**src/design/vma_pkg.sv**
```systemverilog
// Shared types and constants for the vector moving average block.
`timescale 1ns / 1ps

package vma_pkg;

  localparam int SAMPLE_W       = 16;
  localparam int NUM_CH         = 4;
  localparam int WIN_W          = 8;
  localparam int USED_W         = 5;
  localparam int MAX_WINDOW_DEF = 16;

  localparam logic [WIN_W-1:0] WIN_RESET = 8'd3;

  localparam logic STATUS_OK         = 1'b0;
  localparam logic STATUS_BAD_WINDOW = 1'b1;

  typedef struct packed {
    logic                       clear_history;
    logic signed [SAMPLE_W-1:0] sample_ch0;
    logic signed [SAMPLE_W-1:0] sample_ch1;
    logic signed [SAMPLE_W-1:0] sample_ch2;
    logic signed [SAMPLE_W-1:0] sample_ch3;
  } vma_in_t;

  typedef struct packed {
    logic signed [SAMPLE_W-1:0] mean_ch0;
    logic signed [SAMPLE_W-1:0] mean_ch1;
    logic signed [SAMPLE_W-1:0] mean_ch2;
    logic signed [SAMPLE_W-1:0] mean_ch3;
    logic [USED_W-1:0]          samples_used;
    logic                       result_valid;
    logic                       error_flag;
    logic                       status_code;
  } vma_out_t;

endpackage

```
**src/design/vma_ram.sv**
```systemverilog
// Generic single-port-write, single-port-read RAM with a registered read.
`timescale 1ns / 1ps

module vma_ram #(
  parameter int WIDTH = 64,
  parameter int DEPTH = 16,
  parameter int AW    = (DEPTH > 1) ? $clog2(DEPTH) : 1
) (
  input  logic             clk,
  input  logic             we,
  input  logic [AW-1:0]    waddr,
  input  logic [WIDTH-1:0] wdata,
  input  logic [AW-1:0]    raddr,
  output logic [WIDTH-1:0] rdata
);

  logic [WIDTH-1:0] mem [DEPTH];

  always_ff @(posedge clk) begin
    if (we) begin
      mem[waddr] <= wdata;
    end
    rdata <= mem[raddr];
  end

endmodule

```
**src/design/vma_div.sv**
```systemverilog
// Multi-lane signed divider, restoring, one quotient bit per cycle per lane.
`timescale 1ns / 1ps

module vma_div #(
  parameter int DW    = 21,
  parameter int CW    = 5,
  parameter int LANES = 4
) (
  input  logic                                  clk,
  input  logic                                  rst_n,
  input  logic                                  start,
  input  logic signed [DW-1:0]                  dividend [LANES],
  input  logic [CW-1:0]                         divisor,
  output logic                                  done,
  output logic signed [vma_pkg::SAMPLE_W-1:0]   quotient [LANES]
);

  import vma_pkg::*;

  localparam int STEP_W = $clog2(DW + 1);

  logic              busy_r;
  logic              done_r;
  logic [STEP_W-1:0] step_r;
  logic [CW-1:0]     dsr_r;
  logic [DW-1:0]     q_r    [LANES];
  logic [CW:0]       rem_r  [LANES];
  logic              neg_r  [LANES];
  logic [DW-1:0]     q_nxt  [LANES];
  logic [CW:0]       rem_nxt[LANES];

  // One restoring step per lane; the lanes share only the divisor.
  always_comb begin
    logic [CW:0] shifted;
    logic [CW:0] diff;
    for (int l = 0; l < LANES; l++) begin
      shifted = {rem_r[l][CW-1:0], q_r[l][DW-1]};
      diff    = shifted - {1'b0, dsr_r};
      if (!diff[CW]) begin
        rem_nxt[l] = diff;
        q_nxt[l]   = {q_r[l][DW-2:0], 1'b1};
      end else begin
        rem_nxt[l] = shifted;
        q_nxt[l]   = {q_r[l][DW-2:0], 1'b0};
      end
    end
  end

  always_ff @(posedge clk) begin
    if (!rst_n) begin
      busy_r <= 1'b0;
      done_r <= 1'b0;
      step_r <= '0;
    end else begin
      done_r <= 1'b0;
      if (start) begin
        busy_r <= 1'b1;
        step_r <= '0;
      end else if (busy_r) begin
        step_r <= step_r + 1'b1;
        if (step_r == STEP_W'(DW - 1)) begin
          busy_r <= 1'b0;
          done_r <= 1'b1;
        end
      end
    end
  end

  always_ff @(posedge clk) begin
    if (start) begin
      dsr_r <= divisor;
      for (int l = 0; l < LANES; l++) begin
        neg_r[l] <= dividend[l][DW-1];
        q_r[l]   <= dividend[l][DW-1] ? DW'(-dividend[l]) : DW'(dividend[l]);
        rem_r[l] <= '0;
      end
    end else if (busy_r) begin
      for (int l = 0; l < LANES; l++) begin
        q_r[l]   <= q_nxt[l];
        rem_r[l] <= rem_nxt[l];
      end
    end
  end

  // Sign is restored here; the quotient magnitude never exceeds 2^(SAMPLE_W-1).
  always_comb begin
    logic [DW-1:0] qs;
    for (int l = 0; l < LANES; l++) begin
      qs          = neg_r[l] ? (~q_r[l] + 1'b1) : q_r[l];
      quotient[l] = qs[SAMPLE_W-1:0];
    end
  end

  assign done = done_r;

  a_done_ends_busy: assert property (@(posedge clk) disable iff (!rst_n)
    done_r |-> !busy_r) else $error("divider done while still busy");

  a_start_not_busy: assert property (@(posedge clk) disable iff (!rst_n)
    start |-> !busy_r) else $error("divider restarted mid-division");

  a_done_after_last_step: assert property (@(posedge clk) disable iff (!rst_n)
    $rose(done_r) |-> $past(busy_r) && $past(step_r) == STEP_W'(DW - 1))
    else $error("divider finished early");

endmodule

```
**src/design/vector_moving_average.sv**
```systemverilog
// Top level of the four-channel moving average over a ring of Q8.8 vectors.
`timescale 1ns / 1ps

// Each accepted beat carries four signed Q8.8 samples and a clear flag. The
// vector is stored in a ring RAM of MAX_WINDOW entries (after emptying the
// history when clear_history is set), and one result beat follows with the
// per-channel mean of the newest min(stored count, window_length) vectors,
// truncated toward zero. The sums over the active vectors (the number
// averaged) are SUM_W bits wide, 21 bits for the default depth of 16.
// The single read port of the ring RAM returns one stored vector per
// cycle, and the divider produces one quotient bit per cycle for all
// four channels at once. Items are handled one at a time; a finished
// result sits in the output register, so the next beat can be accepted
// while it waits to be taken. A window_length of zero or above
// MAX_WINDOW gives an error beat with zero means and leaves the history
// untouched. The ring RAM has no reset: only entries written since the
// last clear or reset are ever read back.

module vector_moving_average #(
  parameter int MAX_WINDOW = vma_pkg::MAX_WINDOW_DEF
) (
  input  logic                           clk,
  input  logic                           rst_n,
  input  logic                           in_valid,
  output logic                           in_ready,
  input  vma_pkg::vma_in_t               in_data,
  output logic                           out_valid,
  input  logic                           out_ready,
  output vma_pkg::vma_out_t              out_data,
  input  logic                           cfg_write_en,
  input  logic [vma_pkg::WIN_W-1:0]      cfg_write_data
);

  import vma_pkg::*;

  localparam int PTR_W  = (MAX_WINDOW > 1) ? $clog2(MAX_WINDOW) : 1;
  localparam int CNT_W  = $clog2(MAX_WINDOW + 1);
  localparam int SUM_W  = SAMPLE_W + CNT_W;
  localparam int RING_W = NUM_CH * SAMPLE_W;

  typedef enum logic [4:0] {
    S_IDLE   = 5'b00001,
    S_WRITE  = 5'b00010,
    S_READ   = 5'b00100,
    S_DIV    = 5'b01000,
    S_FINISH = 5'b10000
  } vma_state_t;

  vma_state_t state_r, state_nxt;

  logic [WIN_W-1:0]        win_r;
  logic [PTR_W-1:0]        wp_r;
  logic [CNT_W-1:0]        cnt_r;
  vma_in_t                 item_r;
  logic                    err_r;
  logic [CNT_W-1:0]        active_r;
  logic [PTR_W-1:0]        rd_ptr_r;
  logic [CNT_W-1:0]        issue_r;
  logic                    rd_vld_r;
  logic signed [SUM_W-1:0] sum_r [NUM_CH];
  logic                    out_valid_r;
  vma_out_t                out_r;

  logic                    in_fire;
  logic                    win_bad;
  logic                    issue_now;
  logic                    out_load;
  logic [PTR_W-1:0]        waddr;
  logic [PTR_W-1:0]        wp_nxt;
  logic [CNT_W-1:0]        cnt_nxt;
  logic [CNT_W-1:0]        active_nxt;
  logic [RING_W-1:0]       wdata;
  logic [RING_W-1:0]       rdata;
  logic signed [SAMPLE_W-1:0] samp [NUM_CH];
  logic                    div_start;
  logic                    div_done;
  logic signed [SAMPLE_W-1:0] mean [NUM_CH];

  assign in_ready = (state_r == S_IDLE);
  assign in_fire  = in_valid && in_ready;
  assign win_bad  = (win_r == '0) || (win_r > WIN_W'(MAX_WINDOW));

  // The new vector goes in at slot zero after a clear, otherwise at the
  // write pointer. The count saturates at the ring depth.
  assign samp[0] = item_r.sample_ch0;
  assign samp[1] = item_r.sample_ch1;
  assign samp[2] = item_r.sample_ch2;
  assign samp[3] = item_r.sample_ch3;

  always_comb begin
    for (int c = 0; c < NUM_CH; c++) begin
      wdata[c*SAMPLE_W +: SAMPLE_W] = samp[c];
    end
  end

  assign waddr  = item_r.clear_history ? '0 : wp_r;
  assign wp_nxt = (waddr == PTR_W'(MAX_WINDOW - 1)) ? '0 : waddr + 1'b1;

  always_comb begin
    if (item_r.clear_history) begin
      cnt_nxt = CNT_W'(1);
    end else if (cnt_r < CNT_W'(MAX_WINDOW)) begin
      cnt_nxt = cnt_r + 1'b1;
    end else begin
      cnt_nxt = cnt_r;
    end
    active_nxt = (WIN_W'(cnt_nxt) < win_r) ? cnt_nxt : CNT_W'(win_r);
  end

  // Reads walk backwards from the entry just written, one address a cycle.
  // The write lands in the cycle before the first read, so no forwarding is needed.
  assign issue_now = (state_r == S_READ) && (issue_r < active_r);
  assign div_start = (state_r == S_READ) && (issue_r == active_r) && !rd_vld_r;
  assign out_load  = (state_r == S_FINISH) && (!out_valid_r || out_ready);

  vma_ram #(
    .WIDTH (RING_W),
    .DEPTH (MAX_WINDOW),
    .AW    (PTR_W)
  ) u_ring (
    .clk   (clk),
    .we    (state_r == S_WRITE),
    .waddr (waddr),
    .wdata (wdata),
    .raddr (rd_ptr_r),
    .rdata (rdata)
  );

  vma_div #(
    .DW    (SUM_W),
    .CW    (CNT_W),
    .LANES (NUM_CH)
  ) u_div (
    .clk      (clk),
    .rst_n    (rst_n),
    .start    (div_start),
    .dividend (sum_r),
    .divisor  (active_r),
    .done     (div_done),
    .quotient (mean)
  );

  always_comb begin
    state_nxt = state_r;
    case (state_r)
      S_IDLE: begin
        if (in_fire) begin
          state_nxt = win_bad ? S_FINISH : S_WRITE;
        end
      end
      S_WRITE:  state_nxt = S_READ;
      S_READ: begin
        if (div_start) begin
          state_nxt = S_DIV;
        end
      end
      S_DIV: begin
        if (div_done) begin
          state_nxt = S_FINISH;
        end
      end
      S_FINISH: begin
        if (out_load) begin
          state_nxt = S_IDLE;
        end
      end
      default:  state_nxt = S_IDLE;
    endcase
  end

  always_ff @(posedge clk) begin
    if (!rst_n) begin
      state_r     <= S_IDLE;
      win_r       <= WIN_RESET;
      wp_r        <= '0;
      cnt_r       <= '0;
      rd_vld_r    <= 1'b0;
      out_valid_r <= 1'b0;
    end else begin
      state_r <= state_nxt;
      if (cfg_write_en) begin
        win_r <= cfg_write_data;
      end
      if (state_r == S_WRITE) begin
        wp_r  <= wp_nxt;
        cnt_r <= cnt_nxt;
      end
      rd_vld_r <= issue_now;
      if (out_load) begin
        out_valid_r <= 1'b1;
      end else if (out_ready) begin
        out_valid_r <= 1'b0;
      end
    end
  end

  always_ff @(posedge clk) begin
    if (in_fire) begin
      item_r <= in_data;
      err_r  <= win_bad;
    end
    if (state_r == S_WRITE) begin
      active_r <= active_nxt;
      rd_ptr_r <= waddr;
      issue_r  <= '0;
      for (int c = 0; c < NUM_CH; c++) begin
        sum_r[c] <= '0;
      end
    end
    if (issue_now) begin
      issue_r  <= issue_r + 1'b1;
      rd_ptr_r <= (rd_ptr_r == '0) ? PTR_W'(MAX_WINDOW - 1) : rd_ptr_r - 1'b1;
    end
    if (rd_vld_r) begin
      for (int c = 0; c < NUM_CH; c++) begin
        sum_r[c] <= sum_r[c] + SUM_W'(signed'(rdata[c*SAMPLE_W +: SAMPLE_W]));
      end
    end
    if (out_load) begin
      if (err_r) begin
        out_r.mean_ch0     <= '0;
        out_r.mean_ch1     <= '0;
        out_r.mean_ch2     <= '0;
        out_r.mean_ch3     <= '0;
        out_r.samples_used <= '0;
        out_r.result_valid <= 1'b0;
        out_r.error_flag   <= 1'b1;
        out_r.status_code  <= STATUS_BAD_WINDOW;
      end else begin
        out_r.mean_ch0     <= mean[0];
        out_r.mean_ch1     <= mean[1];
        out_r.mean_ch2     <= mean[2];
        out_r.mean_ch3     <= mean[3];
        out_r.samples_used <= USED_W'(active_r);
        out_r.result_valid <= 1'b1;
        out_r.error_flag   <= 1'b0;
        out_r.status_code  <= STATUS_OK;
      end
    end
  end

  assign out_valid = out_valid_r;
  assign out_data  = out_r;

  a_issue_bounded: assert property (@(posedge clk) disable iff (!rst_n)
    (state_r == S_READ) |-> (issue_r <= active_r) && (active_r != '0)
      && (active_r <= CNT_W'(MAX_WINDOW)))
    else $error("ring read count out of range");

  a_div_done_in_div: assert property (@(posedge clk) disable iff (!rst_n)
    div_done |-> (state_r == S_DIV))
    else $error("divider result outside the divide phase");

  a_count_bounded: assert property (@(posedge clk) disable iff (!rst_n)
    (cnt_r <= CNT_W'(MAX_WINDOW)) && (wp_r <= PTR_W'(MAX_WINDOW - 1)))
    else $error("ring pointer or count out of range");

  a_error_keeps_state: assert property (@(posedge clk) disable iff (!rst_n)
    (in_fire && win_bad) |=> $stable(wp_r) && $stable(cnt_r))
    else $error("history changed on a bad window");

endmodule
```
**config.mk**
```make
export PLATFORM = sky130hd
export DESIGN_NAME = vector_moving_average
export DESIGN_NICKNAME = d
export VERILOG_FILES = /design/src/design/vma_pkg.sv /design/src/design/vma_ram.sv /design/src/design/vma_div.sv /design/src/design/vector_moving_average.sv
export SDC_FILE = /design/constraint.sdc
export NUM_CORES = 2
export LEC_CHECK = 0
export BUFFER_PORTS_ARGS = -buffer_cell sky130_fd_sc_hd__buf_4
export CAP_MARGIN = 20
export CELL_PAD_IN_SITES_DETAIL_PLACEMENT = 0
export CELL_PAD_IN_SITES_GLOBAL_PLACEMENT = 1
export CORE_UTILIZATION = 40
export CTS_BUF_LIST = sky130_fd_sc_hd__clkbuf_4 sky130_fd_sc_hd__clkbuf_8
export DETAILED_ROUTE_END_ITERATION = 10
export MAX_ROUTING_LAYER = met4
export PLACE_DENSITY_LB_ADDON = 0.12
export SYNTH_ARGS = -nofsm -noshare
export SYNTH_HDL_FRONTEND = slang
export SYNTH_SLANG_ARGS = --single-unit
```
**constraint.sdc**
```tcl
create_clock -name clk -period 14.6 [get_ports clk]
set_input_delay 2.92 -clock clk [delete_from_list [all_inputs] [get_ports clk]]
set_output_delay 2.92 -clock clk [all_outputs]
set_load 0.01 [all_outputs]
```
==> results.cfg <==
[routing]
antenna_left = 0
drcViolationCount = 0
vias_per_cell = 5.28
num_vias = 32300
routed_wl_mm = 147
wire_per_inst_um = 24.0
drt_iter0_markers = 2180
dr.pass1.iters = 7

[global_route]
grt_usage = 0.196
antenna_found_initial = 7
busiest_layer = met2
use_met3 = 0.0386
met1_usage = 0.273
grt_overflow_total = 0
grt_max_degree = 140
grt_pass1_vias = 33000
gr-usage-met2 = 0.294
grt_pass1_wl_mm = 219

[die]
die_w_um = 395
die_h_um = 395
ios = 152
rows = 143
initial_core_util = 0.404
core_area_sq_um = 152000
die_area_sq_um = 156000

[logic_synthesis]
netlist_instances = 3605
synth_fp_nets = 3817
synth_seq_area_share = 0.699
synth_edf_count = 1372
netlist_area_sq_um = 61600
synth_cell_types = 75
yosys_register_bits = 1467
synth_ff_type = edfxtp_1
syn_area_per_cell_sq_um = 17.1
synthArstFlopShare = 0
ys_warn_count = 0

[timing]
rsz0062_at_grt = false
tns_ns = 0
final_max_slew_viol_count = 0
worst_slew_pin_slew_ns = 1.09
setup_viol = 0
max-slew-margin-rel = 0.271
finalClockSkew_ns = 0.0370
fin_crit_ns = 4.82
hold_violations = 0
fmax_mhz = 208
finalCritPeriodShare = 0.330

[finish]
final_cell_mix = edfxtp_1, mux4_2, nor2_1
fin_nets = 4100
layout_commonest_cell = edfxtp_1
drive_above_1_share = 0.233
fillers = 13400
final_area_sq_um = 70000
areaGrowthSynthToFinish_pct = 13.6
finalNonFillerCells = 6123

[worst_setup_path]
cp_max_fo = 4
endpoint_kind = primary output
worstPathRequired_ns = 11.68
slowest_delay_ns = 0.33
crit_arrival_ns = 1.90
start_kind = flop
cp_top_family = simple AND/OR/NAND/NOR gates
crit_chain = nor3_1, nand3b_1, inv_1, buf_4
critPathBufInv = 2
crit_type = flop to primary output
critical-path-slowest-cell = dfxtp_1

[outcome]
outcome = finished clean

[place]
post_dp_cell_area_sq_um = 65200
io_buffers = 151
gp_congestion = 0.755
post-dp-hpwl_mm = 82.3
dp_cells = 5679

[clock_tree]
cts_tree = yes
cts_buffers = 237
post_cts_buffers = 0
h-tree-depth = 4
ctsResizeCount = 0
cts-root-buf = clkbuf_8
insertion_delay_ns = 0.94
path_clk_slew_ns = 0.06
max-clock-path-buffers = 3
cts_sinks = 1467
hold_buffers = 0

[job]
drv_cap = 0

[pwr]
leakagePower_uw = 0.0235
pwr-share-clk = 0.418
max-vdd-ir-drop_uv = 84.5
combPwrFrac = 0.028
power_switching_uw = 1920
p_int_uw = 6780
p_seq_frac = 0.553
swShare = 0.221
power-per-cell-area_nw_per_um2 = 124

[min_path]
worstHoldPathType = flop to flop
per-layer routing:
| layer | up-vias | routed length [um] | share of wire |
|---|---|---|---|
| li1 | 14900 | - | - |
| met1 | 16500 | 69000 | 0.47 |
| met2 | 761 | 67600 | 0.46 |
| met3 | 195 | 7520 | 0.051 |
| met4 | 0 | 2740 | 0.019 |
| met5 | - | 0 | 0 |
cells by family after synthesis:
kind of cell	Yosys count	share of synthesized area
flops	1467	0.699
fa+ha+maj	134	0.0282
buf+inv	229	0.0145
xor+xnor	195	0.0277
simple gates	728	0.0561
compound gates	483	0.0495
mux	369	0.125
state kept, by name, summed over array words and instances, names as in the netlist, 8 cells and up:
| signal | cells |
|---|---|
| item_r | 65 |
| u_ring.mem | 1024 |
| u_div.rem_r | 20 |
| u_ring.rdata | 64 |
| out_data | 71 |
| win_r | 8 |
| sum_r | 84 |
| u_div.q_r | 84 |
path summary, 6_finish.rpt:
path	start	endpoint	slack [ns]	depth (start not counted)
setup / recovery	state_r[2]	in_ready	9.78	4
hold / removal	active_r[1]	u_div.dsr_r[1]	0.48	0
setup reg to reg	rd_ptr_r[0]	u_ring.rdata[19]	10.68	5
hold reg to reg	active_r[1]	u_div.dsr_r[1]	0.48	0
power by group through the flow:
stage	logic, uW	clock network, uW	registers, uW
6_report	248	3640	4810
5_1_grt	275	3920	4820
4_1_cts	254	3750	4810
3_5_place_dp	253	0	4900
3_3_place_gp	252	0	4890
2_1_floorplan	163	0	4850
cells in the mapped netlist, types with 18 or more instances:
library cell	number	area, sq um
edfxtp_1	1372	41200
mux4_2	319	7180
nor2_1	263	987
nand2_1	182	683
xor2_1	140	1230
a21oi_1	139	696
o21ai_0	128	641
ha_1	126	1580
clkbuf_1	112	420
dfxtp_1	95	1900
inv_1	80	300
xnor2_1	55	482
nand3_1	44	220
nor3_1	43	215
a21o_1	41	308
o31ai_1	41	308
mux2i_1	40	400
and2_1	32	200
nand2b_1	30	188
buf_2	24	120
a211oi_1	19	143
nor2b_1	19	119
nand3b_1	18	135
cell type report:
type | instances | area, sq um | area share
sequential | 1467 | 43100 | 0.615
multi-input combinational | 1909 | 17700 | 0.253
clock buffer | 321 | 3960 | 0.0566
tap | 2030 | 2540 | 0.0363
timing repair buffer | 192 | 1470 | 0.0209
clock inverter | 122 | 930 | 0.0133
inverter | 81 | 304 | 0.00434
antenna | 1 | 2.50 | 0.0000357
per-stage QoR:
stage                     power (uW)  hold WS (ns)  utilization  worst slack (ns)
after floorplan                 5010         0.424            -              5.38
after detailed placement        5150         0.470        0.427              9.76
after CTS                       8810         0.484        0.459              9.64
after global placement          5150         0.484        0.427              9.78
after global routing            9020         0.500        0.459              9.56
final                           8690         0.482        0.459              9.78
Note: power is estimated with default switching activity, not from simulation.
